--- src/rtl/core/assert_macros.svh ---
// Assertion macros shared by the RTL
`ifndef ASSERT_MACROS_SVH
`define ASSERT_MACROS_SVH

// Same-cycle implication
`define ASSERT_NOW(lbl, ante, cons, msg) \
  lbl: assert property (@(posedge clk) disable iff (rst) (ante) |-> (cons)) \
    else $error(msg);

// Next-cycle implication
`define ASSERT_NEXT(lbl, ante, cons, msg) \
  lbl: assert property (@(posedge clk) disable iff (rst) (ante) |=> (cons)) \
    else $error(msg);

`endif

--- src/rtl/core/pqe_pkg.sv ---
// Shared types and constants of the thick line quad expander
package pqe_pkg;
  localparam logic [15:0] SEG_CAP = 16'hFFFF;
  localparam logic [30:0] THICK_RESET = 31'd65536;

  typedef struct packed {
    logic [30:0] ax;
    logic [30:0] ay;
    logic [62:0] sum;
  } nrm_req_t;

  typedef struct packed {
    logic [16:0] ux;
    logic [16:0] uy;
  } nrm_res_t;
endpackage

--- src/rtl/core/pqe_norm_unit.sv ---
// Iterative square root and two divisions on one compare-subtract unit
module pqe_norm_unit (
  input  logic              clk,
  input  logic              rst,
  input  logic              start,
  input  pqe_pkg::nrm_req_t req,
  output logic              done,
  output pqe_pkg::nrm_res_t res
);
  import pqe_pkg::*;

  typedef enum logic [1:0] {N_IDLE, N_SQRT, N_DIVX, N_DIVY} phase_t;

  phase_t      phase;
  logic [4:0]  cnt;
  logic [63:0] rad;
  logic [33:0] rem;
  logic [31:0] root;
  logic [16:0] num;
  logic [16:0] quo;
  logic [30:0] ax;
  logic [30:0] ay;
  logic [35:0] sh;
  logic [35:0] trial;
  logic [35:0] diff;
  logic        ge;
  logic [33:0] rem_next;

  always_comb begin
    if (phase == N_SQRT) begin
      sh    = {rem, rad[63:62]};
      trial = {2'b00, root, 2'b01};
    end else begin
      sh    = {1'b0, rem, num[16]};
      trial = {4'b0000, root};
    end
    ge       = (sh >= trial);
    diff     = sh - trial;
    rem_next = ge ? diff[33:0] : sh[33:0];
  end

  always_ff @(posedge clk) begin
    if (rst) begin
      phase <= N_IDLE;
      done  <= 1'b0;
      cnt   <= '0;
    end else begin
      case (phase)
        N_IDLE: begin
          done <= 1'b0;
          if (start) begin
            rad   <= {1'b0, req.sum};
            rem   <= '0;
            root  <= '0;
            ax    <= req.ax;
            ay    <= req.ay;
            num   <= {req.ax[0], 16'd0};
            quo   <= '0;
            cnt   <= '0;
            phase <= N_SQRT;
          end
        end
        N_SQRT: begin
          root <= {root[30:0], ge};
          rad  <= {rad[61:0], 2'b00};
          cnt  <= cnt + 5'd1;
          if (cnt == 5'd31) begin
            rem   <= {4'b0000, ax[30:1]};
            phase <= N_DIVX;
          end else begin
            rem <= rem_next;
          end
        end
        N_DIVX, N_DIVY: begin
          quo <= {quo[15:0], ge};
          if (cnt == 5'd16) begin
            cnt <= '0;
            if (phase == N_DIVX) begin
              res.ux <= {quo[15:0], ge};
              rem    <= {4'b0000, ay[30:1]};
              num    <= {ay[0], 16'd0};
              phase  <= N_DIVY;
            end else begin
              res.uy <= {quo[15:0], ge};
              done   <= 1'b1;
              phase  <= N_IDLE;
            end
          end else begin
            rem <= rem_next;
            num <= {num[15:0], 1'b0};
            cnt <= cnt + 5'd1;
          end
        end
        default: phase <= N_IDLE;
      endcase
    end
  end
endmodule

--- src/rtl/core/polyline_thick_quad_expander_core.sv ---
// Top level: sequencer, shared multiplier and corner output of the quad expander
// Each vertex after the first of a polyline is normalized by a 32-step square
// root and two 17-step divisions on one compare-subtract unit, with squaring
// and scaling on one shared multiplier. A zero-length segment skips the
// normalization. Four corner words follow, one per cycle when the output is
// not stalled, and the next vertex can be accepted in the cycle after the last
// corner word. A first vertex produces no corner words and is stored unless
// it also ends the line. Input is stalled while a vertex is in work.
// Configuration must be written only while idle; the block does not enforce it.
module polyline_thick_quad_expander_core (
  input  logic        clk,
  input  logic        rst,
  input  logic        cfg_wr_en,
  input  logic [30:0] cfg_wr_data,
  input  logic        in_valid,
  output logic        in_stall,
  input  logic [31:0] point_x,
  input  logic [31:0] point_y,
  input  logic        end_of_line,
  output logic        out_valid,
  input  logic        out_stall,
  output logic [31:0] corner_x,
  output logic [31:0] corner_y,
  output logic [17:0] vertex_index,
  output logic        degenerate,
  output logic        run_last
);
  import pqe_pkg::*;

  typedef enum logic [2:0] {
    S_IDLE, S_DIFF, S_SQX, S_SQY, S_NORM, S_SCX, S_SCY, S_EMIT
  } state_t;

  state_t      state;
  logic [30:0] thick;
  logic [31:0] px, py, cx, cy;
  logic        last, have_prev;
  logic [15:0] seg;
  logic [30:0] ax, ay;
  logic        sx, sy, degen;
  logic [62:0] sum;
  logic [16:0] umx, umy;
  logic [31:0] ox, oy;
  logic [1:0]  k;
  logic        nrm_start, nrm_done;
  nrm_req_t    nrm_req;
  nrm_res_t    nrm_res;
  logic [32:0] dx, dy, adx, ady;
  logic        big;
  logic [31:0] mul_a, mul_b;
  logic [63:0] prod;
  logic [33:0] bx, by, sxum, syum;
  logic        out_take, in_take;

  assign in_stall = (state != S_IDLE);
  assign in_take  = in_valid && !in_stall;
  assign out_take = out_valid && !out_stall;

  assign dx  = {cx[31], cx} - {px[31], px};
  assign dy  = {cy[31], cy} - {py[31], py};
  assign adx = dx[32] ? -dx : dx;
  assign ady = dy[32] ? -dy : dy;
  assign big = adx[32] | adx[31] | ady[32] | ady[31];

  always_comb begin
    case (state)
      S_SQX:   begin mul_a = {1'b0, ax};    mul_b = {1'b0, ax}; end
      S_SQY:   begin mul_a = {1'b0, ay};    mul_b = {1'b0, ay}; end
      S_SCX:   begin mul_a = {15'd0, umy};  mul_b = {2'b00, thick[30:1]}; end
      default: begin mul_a = {15'd0, umx};  mul_b = {2'b00, thick[30:1]}; end
    endcase
    prod = mul_a * mul_b;
  end

  assign nrm_req = '{ax: ax, ay: ay, sum: sum};

  pqe_norm_unit u_norm (
    .clk   (clk),
    .rst   (rst),
    .start (nrm_start),
    .req   (nrm_req),
    .done  (nrm_done),
    .res   (nrm_res)
  );

  always_comb begin
    bx = (k == 2'd0 || k == 2'd3) ? {{2{px[31]}}, px} : {{2{cx[31]}}, cx};
    by = (k == 2'd0 || k == 2'd3) ? {{2{py[31]}}, py} : {{2{cy[31]}}, cy};
    if (k[1]) begin
      sxum = bx + {{2{ox[31]}}, ox};
      syum = by + {{2{oy[31]}}, oy};
    end else begin
      sxum = bx - {{2{ox[31]}}, ox};
      syum = by - {{2{oy[31]}}, oy};
    end
    if (sxum[33] && !(&sxum[32:31]))       corner_x = 32'h8000_0000;
    else if (!sxum[33] && (|sxum[32:31]))  corner_x = 32'h7FFF_FFFF;
    else                                   corner_x = sxum[31:0];
    if (syum[33] && !(&syum[32:31]))       corner_y = 32'h8000_0000;
    else if (!syum[33] && (|syum[32:31]))  corner_y = 32'h7FFF_FFFF;
    else                                   corner_y = syum[31:0];
  end

  assign vertex_index = {seg, k};
  assign degenerate   = degen;
  assign run_last     = (k == 2'd3);

  always_ff @(posedge clk) begin
    if (rst) begin
      state     <= S_IDLE;
      thick     <= THICK_RESET;
      px        <= '0;
      py        <= '0;
      have_prev <= 1'b0;
      seg       <= '0;
      out_valid <= 1'b0;
      nrm_start <= 1'b0;
      k         <= '0;
    end else begin
      if (cfg_wr_en) thick <= cfg_wr_data;
      case (state)
        S_IDLE: begin
          if (in_take) begin
            cx   <= point_x;
            cy   <= point_y;
            last <= end_of_line;
            if (have_prev) begin
              state <= S_DIFF;
            end else if (end_of_line) begin
              px <= '0;
              py <= '0;
            end else begin
              px        <= point_x;
              py        <= point_y;
              have_prev <= 1'b1;
            end
          end
        end
        S_DIFF: begin
          ax    <= big ? adx[31:1] : adx[30:0];
          ay    <= big ? ady[31:1] : ady[30:0];
          sx    <= dx[32];
          sy    <= dy[32];
          degen <= (adx == '0) && (ady == '0);
          if ((adx == '0) && (ady == '0)) begin
            umx   <= '0;
            umy   <= '0;
            state <= S_SCX;
          end else begin
            state <= S_SQX;
          end
        end
        S_SQX: begin
          sum   <= prod[62:0];
          state <= S_SQY;
        end
        S_SQY: begin
          sum       <= sum + prod[62:0];
          nrm_start <= 1'b1;
          state     <= S_NORM;
        end
        S_NORM: begin
          nrm_start <= 1'b0;
          if (nrm_done) begin
            umx   <= nrm_res.ux;
            umy   <= nrm_res.uy;
            state <= S_SCX;
          end
        end
        S_SCX: begin
          ox    <= sy ? -{1'b0, prod[46:16]} : {1'b0, prod[46:16]};
          state <= S_SCY;
        end
        S_SCY: begin
          oy        <= sx ? {1'b0, prod[46:16]} : -{1'b0, prod[46:16]};
          k         <= '0;
          out_valid <= 1'b1;
          state     <= S_EMIT;
        end
        S_EMIT: begin
          if (out_take) begin
            k <= k + 2'd1;
            if (k == 2'd3) begin
              out_valid <= 1'b0;
              state     <= S_IDLE;
              if (last) begin
                px        <= '0;
                py        <= '0;
                have_prev <= 1'b0;
                seg       <= '0;
              end else begin
                px <= cx;
                py <= cy;
                if (seg < SEG_CAP) seg <= seg + 16'd1;
              end
            end
          end
        end
        default: state <= S_IDLE;
      endcase
    end
  end

`include "assert_macros.svh"
  `ASSERT_NOW(a_out_only_busy, out_valid, in_stall, "output word while input open")
  `ASSERT_NOW(a_last_idx, out_valid && run_last, vertex_index[1:0] == 2'd3, "run_last index")
  `ASSERT_NEXT(a_done_after, out_take && run_last, !out_valid && !in_stall, "quad end")
endmodule

--- config.mk ---
export PLATFORM = sky130hd
export DESIGN_NAME = polyline_thick_quad_expander_core
export DESIGN_NICKNAME = d
export VERILOG_FILES = /design/src/rtl/core/pqe_pkg.sv /design/src/rtl/core/pqe_norm_unit.sv /design/src/rtl/core/polyline_thick_quad_expander_core.sv
export VERILOG_INCLUDE_DIRS = /design/src /design/src/rtl/core
export SDC_FILE = /design/constraint.sdc
export NUM_CORES = 2
export LEC_CHECK = 0
export ABC_AREA = 1
export BUFFER_PORTS_ARGS = -buffer_cell sky130_fd_sc_hd__buf_2
export CELL_PAD_IN_SITES_DETAIL_PLACEMENT = 0
export CELL_PAD_IN_SITES_GLOBAL_PLACEMENT = 1
export CORE_MARGIN = 2
export CORE_UTILIZATION = 44
export DETAILED_ROUTE_END_ITERATION = 8
export GPL_ROUTABILITY_DRIVEN = 1
export PLACE_DENSITY_LB_ADDON = 0.1
export SLEW_MARGIN = 20
export SYNTH_ARGS = -nofsm -noshare
export SYNTH_HDL_FRONTEND = slang
export SYNTH_SLANG_ARGS = --single-unit
--- constraint.sdc ---
create_clock -name clk -period 10.57 [get_ports clk]
set_input_delay 2.6425 -clock clk [delete_from_list [all_inputs] [get_ports clk]]
set_output_delay 2.6425 -clock clk [all_outputs]
set_load 0.02 [all_outputs]
After elaboration in Yosys (flattened, before gate mapping)
Cells that the tools add are included.

word-level totals
  register bits = 677
  latch bits = 0
  RAM bits = 0
  bits in read-only memories = 0
  input bits = 101
  output and inout port bits = 86
  word-level logic and storage cells = 225
  memories = 0

operators by class
  $add $sub $neg = 14
  multiply operators = 1
  divide/modulo/power cells = 0
  order comparisons = 2
  equal/unequal tests = 26
  shift-type cells = 0
  muxes and demuxes = 87
  bitwise operators = 5
  reductions and logical operators = 54

operator list
  kind                                                            number
  32-bit 2-to-1 mux                                               17
  34-bit 2-to-1 mux                                               10
  32-bit case mux with 2 select lines                             3
  64-bit case mux with 2 select lines                             1
  63-bit case mux with 2 select lines                             1
  31-bit 2-to-1 mux                                               4
  17-bit 2-to-1 mux                                               6
  17-bit case mux with 2 select lines                             3
  34-bit case mux with 3 select lines                             1
  34-bit subtractor                                               3
  31-bit case mux with 3 select lines                             1
  34-bit adder                                                    2
  33-bit logical NOT                                              2
  33-bit 2-to-1 mux                                               2
  33-bit negator                                                  2
  32-bit by 32-bit subtractor with 33-bit output                  2
  64-bit 2-to-1 mux                                               1
  63-bit adder                                                    1
  32-bit by 32-bit multiplier with 63-bit output                  1
  31-bit case mux with 2 select lines                             1
  16-bit 2-to-1 mux                                               3
  36-bit by 34-bit greater-or-equal comparator with 1-bit output  1
  36-bit 2-to-1 mux                                               1
  31-bit negator with 32-bit output                               1
  37 further kinds                                                119

Depth between registers and ports, before layout
  depth in word-level cells = 9
  depth in mapped cells = 55
  mapped depth without buffers = 54

By module
From an unflattened synthesis, not the netlist that was laid out.

second synthesis, totals
  cell total of the unflattened synthesis = 10495
  area, all modules = 79256.0 um2

by module, submodules not included
  module                             times used  cells an instance  area an instance (um2)  seq. area each (um2)
  polyline_thick_quad_expander_core  1           8963               65724.3                 11100.6
  pqe_norm_unit                      1           1532               13531.7                 7427.1

Least setup slack after synthesis
OpenSTA, ideal clock, no wires.

  path kind = register -> register
  start = register state[0]
  end = register sum[56] (data pin)
  setup time = 267 ps
  data arrival time = 9686 ps
  data required time = 10303 ps
  path slack = 617 ps
  stages on the path, launching flop included = 50
  buffers on the path = 3
  clock period less this slack = 9953 ps
  cells stage by stage = dfxtp_1 > inv_1 > or2_2 > nor2_1 > inv_1 > nand2_1 > buf_1 > nand3_1 > o21ai_0 > clkbuf_1 > clkbuf_1 > nor2_1 > fa_1 > fa_1 > inv_1 > fa_1 > fa_1 > fa_1 > [14 not listed] > nand2_1 > nand2_1 > nand2_1 > a21oi_1 > xor2_1 > inv_1 > ha_1 > a21oi_1 > inv_1 > a31oi_1 > inv_1 > a21oi_1 > nor2_1 > a211oi_1 > o211ai_1 > or2_2 > nand3_1 > o21ai_0

on the way
  word-level cells in the longest chain between the ends = 5
  elaborated cells between the ends (all ways) = 8
  those cells by class = 1 x add/sub; 1 x mul; 3 x eq/ne; 3 x mux

RTL lines
  item                                                                                               line                                                                               RTL
  start, declared                                                                                    polyline_thick_quad_expander_core.sv:34                                            state_t state;
  start signal, assigned                                                                             polyline_thick_quad_expander_core.sv:110                                           state <= S_IDLE;
  start signal, assigned                                                                             polyline_thick_quad_expander_core.sv:128                                           state <= S_DIFF;
  start signal, assigned                                                                             polyline_thick_quad_expander_core.sv:148                                           state <= S_SCX;
  3-bit equality test / 3-bit by 2-bit equality test with 1-bit output (equally long branches)       polyline_thick_quad_expander_core.sv:66, polyline_thick_quad_expander_core.sv:121
  31-bit case mux with 3 select lines / 31-bit case mux with 2 select lines (equally long branches)  polyline_thick_quad_expander_core.sv:66                                            case (state)
  32-bit by 32-bit multiplier with 63-bit output                                                     polyline_thick_quad_expander_core.sv:72                                            prod = mul_a * mul_b;
  63-bit adder                                                                                       polyline_thick_quad_expander_core.sv:158                                           sum <= sum + prod[62:0];
  63-bit case mux with 2 select lines (*)                                                            polyline_thick_quad_expander_core.sv:121                                           case (state)
  end signal, assigned                                                                               polyline_thick_quad_expander_core.sv:154                                           sum <= prod[62:0];
  end signal, assigned                                                                               polyline_thick_quad_expander_core.sv:158
  end, declared                                                                                      polyline_thick_quad_expander_core.sv:41                                            logic [62:0] sum;

Mark *: on every way between the ends. The rest lies on a longest branch, timed or not.
A chain may end at the register's enable or synchronous reset.

Final worst setup path
  start = register state[0]
  end = register sum[61] (data pin)

Same word-level chain as after synthesis.

==> metrics.md <==
| Metric | Value |
|---|---|
| Worst Path Buf+Inv | `19` |
| Slew headroom | `0.275` |
| Mapped Area | `78500 µm²` |
| Longest Clk Path Bufs | `3` |
| Part of the power in registers | `0.133` |
| Gate Count Post-Synth | `10300` |
| CP Class | `reg -> reg` |
| Clk root buf | `clkbuf_16` |
| Gate power share | `0.762` |
| Via density | `5.27` |
| Yosys top cell area share | `0.215` |
| Gpl congestion | `0.971` |
| Hold Startpoint | `u_norm.quo[15]` |
| Hpwl dp | `230 mm` |
| TritonCTS buffer count | `81` |
| Num rows | `155` |
| Pwr dens | `296 nW/µm²` |
| I/O pin total | `187` |
| F_max | `0.0972 GHz` |
| Post-Syn Area per Cell | `7.62 µm²` |
| Post-synth top flop | `edfxtp_1` |
| Pre-antenna DRT Iters | `6` |
| Core Area | `178000 µm²` |
| Final Max Slew Viols | `0` |
| Total routed wirelength | `280 mm` |
| Total GRT Usage | `0.307` |
| Crit path top cell by count | `buf_4` |
| Vias in the first global route | `69100` |
| CTS tree | `yes` |
| Netlist cell types | `74` |
| Clock insertion delay at the later pin of the skew report | `0.72 ns` |
| Residual DRC | `0` |
| Layout cell share with drive strength beyond 1 | `0.153` |
| Fin crit share | `0.974` |
| Setup-failing EPs final | `0` |
| Net switching power figure | `13.9 mW` |
| Critical Path Source | `state[0]` |
| Asr flop ratio synth | `0` |
| DR iter-0 viols | `6042` |
| Worst slew pin tran | `1.08 ns` |
| Top delay family on crit path | `adder cells` |
| Layout area overhead | `18.0%` |
| Vias | `71100` |
| Gr ovfl total | `0` |
| Worst vdd ir | `0.365 mV` |
| Initial core utilization | `0.441` |
| Largest net degree at the start of global routing | `80` |
| Hold Violations, Final | `0` |
| WL/cell | `20.8 µm` |
| Hold-fix buffers, CTS | `0` |
| Most frequent cells after synthesis | `nand2_1, inv_1, nor2_1` |
| Final Power | `27.4 mW` |
| Hold Crit Class | `reg -> reg` |
| First-pass GRT wire length | `423 mm` |
| Syn_nets | `11700` |
| Slowest CP cell | `fa_2` |
| Flops & latches, synth | `659` |
| Worst Path Required | `11.12 ns` |
| Internal power | `13.5 mW` |
| Die Height | `426 µm` |
| CP Launch Type | `flip-flop` |
| Critical path's largest stage delay | `0.60 ns` |
| Leak | `46.1 nW` |
| Clock sinks | `659` |
| Die width | `426 µm` |
| Maximum net fanout on the critical path | `5` |
| Critical Path AT | `10.85 ns` |
| CP Capture Type | `flip-flop` |
| CTS H-tree lvls | `3` |
| Clock power share | `0.105` |
| Clk slew on worst S/H paths | `0.06 ns` |
| Clock skew | `0.0304 ns` |
| Port-buffer cells | `185` |
| Total die area | `182000 µm²` |
| RSZ-0062 raised after global routing | `true` |
| Detail Route Antenna Nets | `0` |
| Post-layout nets | `12500` |
| Reg2reg start | `state[0]` |
| Cell taking the most area after synthesis | `fa_1` |
| Initial antenna violation count | `25` |
| Final core utilization | `0.521` |
| Ys Warns | `0` |
| Post-synth EDFFs | `533` |
| Register area share after synthesis | `0.236` |
| Final min period | `10.29 ns` |
| Status | `finished clean` |
| Maxcap violations | `0` |
| Synth area leaders | `fa_1, edfxtp_1, nand2_1, inv_1, ha_1` |
| Sw frac | `0.508` |
| Most frequent cell after synthesis | `nand2_1` |
## cell usage in the layout, fill, tap and decap left out, types with 93 or more instances in the layout
cell,n
o21ai_0,426
buf_4,768
a31oi_1,129
buf_2,185
inv_1,1861
fa_1,822
xor2_1,143
edfxtp_1,533
nor2_1,970
xnor2_1,93
a21oi_1,425
ha_1,468
nand3_1,464
dfxtp_1,124
nand2_1,2503
## layer usage
| layer | part of all wire | routed length [µm] | vias to the layer above | GRT usage |
|---|---|---|---|---|
| met5 | 0.000046 | 13 | - | 0 |
| met1 | 0.46 | 129000 | 34600 | 0.452 |
| met4 | 0.034 | 9610 | 2 | 0.0965 |
| li1 | - | - | 33900 | - |
| met3 | 0.059 | 16600 | 326 | 0.0303 |
| met2 | 0.45 | 125000 | 2226 | 0.475 |
## cells by family after synthesis
logic type / after synthesis / share of synthesized area
xor+xnor: 257 / 0.0295
buf+inv: 2295 / 0.111
flops: 659 / 0.236
compound gates: 1401 / 0.101
fa+ha+maj: 1351 / 0.296
simple gates: 4330 / 0.226
mux: 3 / 0.000398
## timing repair
| item | in CTS | in global routing |
|---|---|---|
| pin swaps | 5 | 128 |
| resized for setup | 53 | 392 |
| setup endpoints to repair | 22 | 37 |
| gates cloned | 1 | 1 |
| buffers inserted | 7 | 41 |
## layout make-up
class                      instances  area [µm²]
clock buffer                     104        2220
timing repair buffer            1027        7970
sequential                       659       18500
fill                           17500       85200
antenna                           15        37.5
clock inverter                    47         482
multi-input combinational       7343       53100
inverter                        1944        7330
tap                             2355        2950
## state kept, by name, indices dropped and copies added, names as in the netlist, 32 cells and up
name         count
cx              32
cy              32
py              32
oy              32
u_norm.rem      34
u_norm.root     32
u_norm.rad      64
u_norm.res      34
ox              32
sum             63
px              32
## per-stage QoR
| stage | hold WS [ns] | TNS (ns) | setup slack, ns | area, µm² | std cells |
|---|---|---|---|---|---|
| floorplan | 0.421 | 0 | 0.617 | 78500 | 10300 |
| global placement | 0.435 | -2.70 | -0.305 | 87600 | 13300 |
| detailed placement | 0.434 | -2.25 | -0.249 | 87600 | 13300 |
| CTS | 0.449 | 0 | 0.00886 | 90600 | 13400 |
| global route | 0.459 | -0.748 | -0.125 | 92600 | 13500 |
| finish | 0.448 | 0 | 0.277 | 92700 | 13500 |
## final timing paths
kind         cells past startpoint              to  slack, ns
min                              0  u_norm.res[33]       0.45
min reg2reg                      0  u_norm.res[33]       0.45
max                             52         sum[61]       0.28
max reg2reg                     52         sum[61]       0.28
## power by group through the flow
stage	Clock, mW	Sequential [mW]	Combinational, mW
floorplan	0	3.64	10.4
global placement	0	3.68	19.1
detailed placement	0	3.69	19.1
CTS	2.93	3.64	19.4
global route	3.02	3.67	22.8
finish	2.87	3.64	20.9
Note: power is estimated with default switching activity, not from simulation.
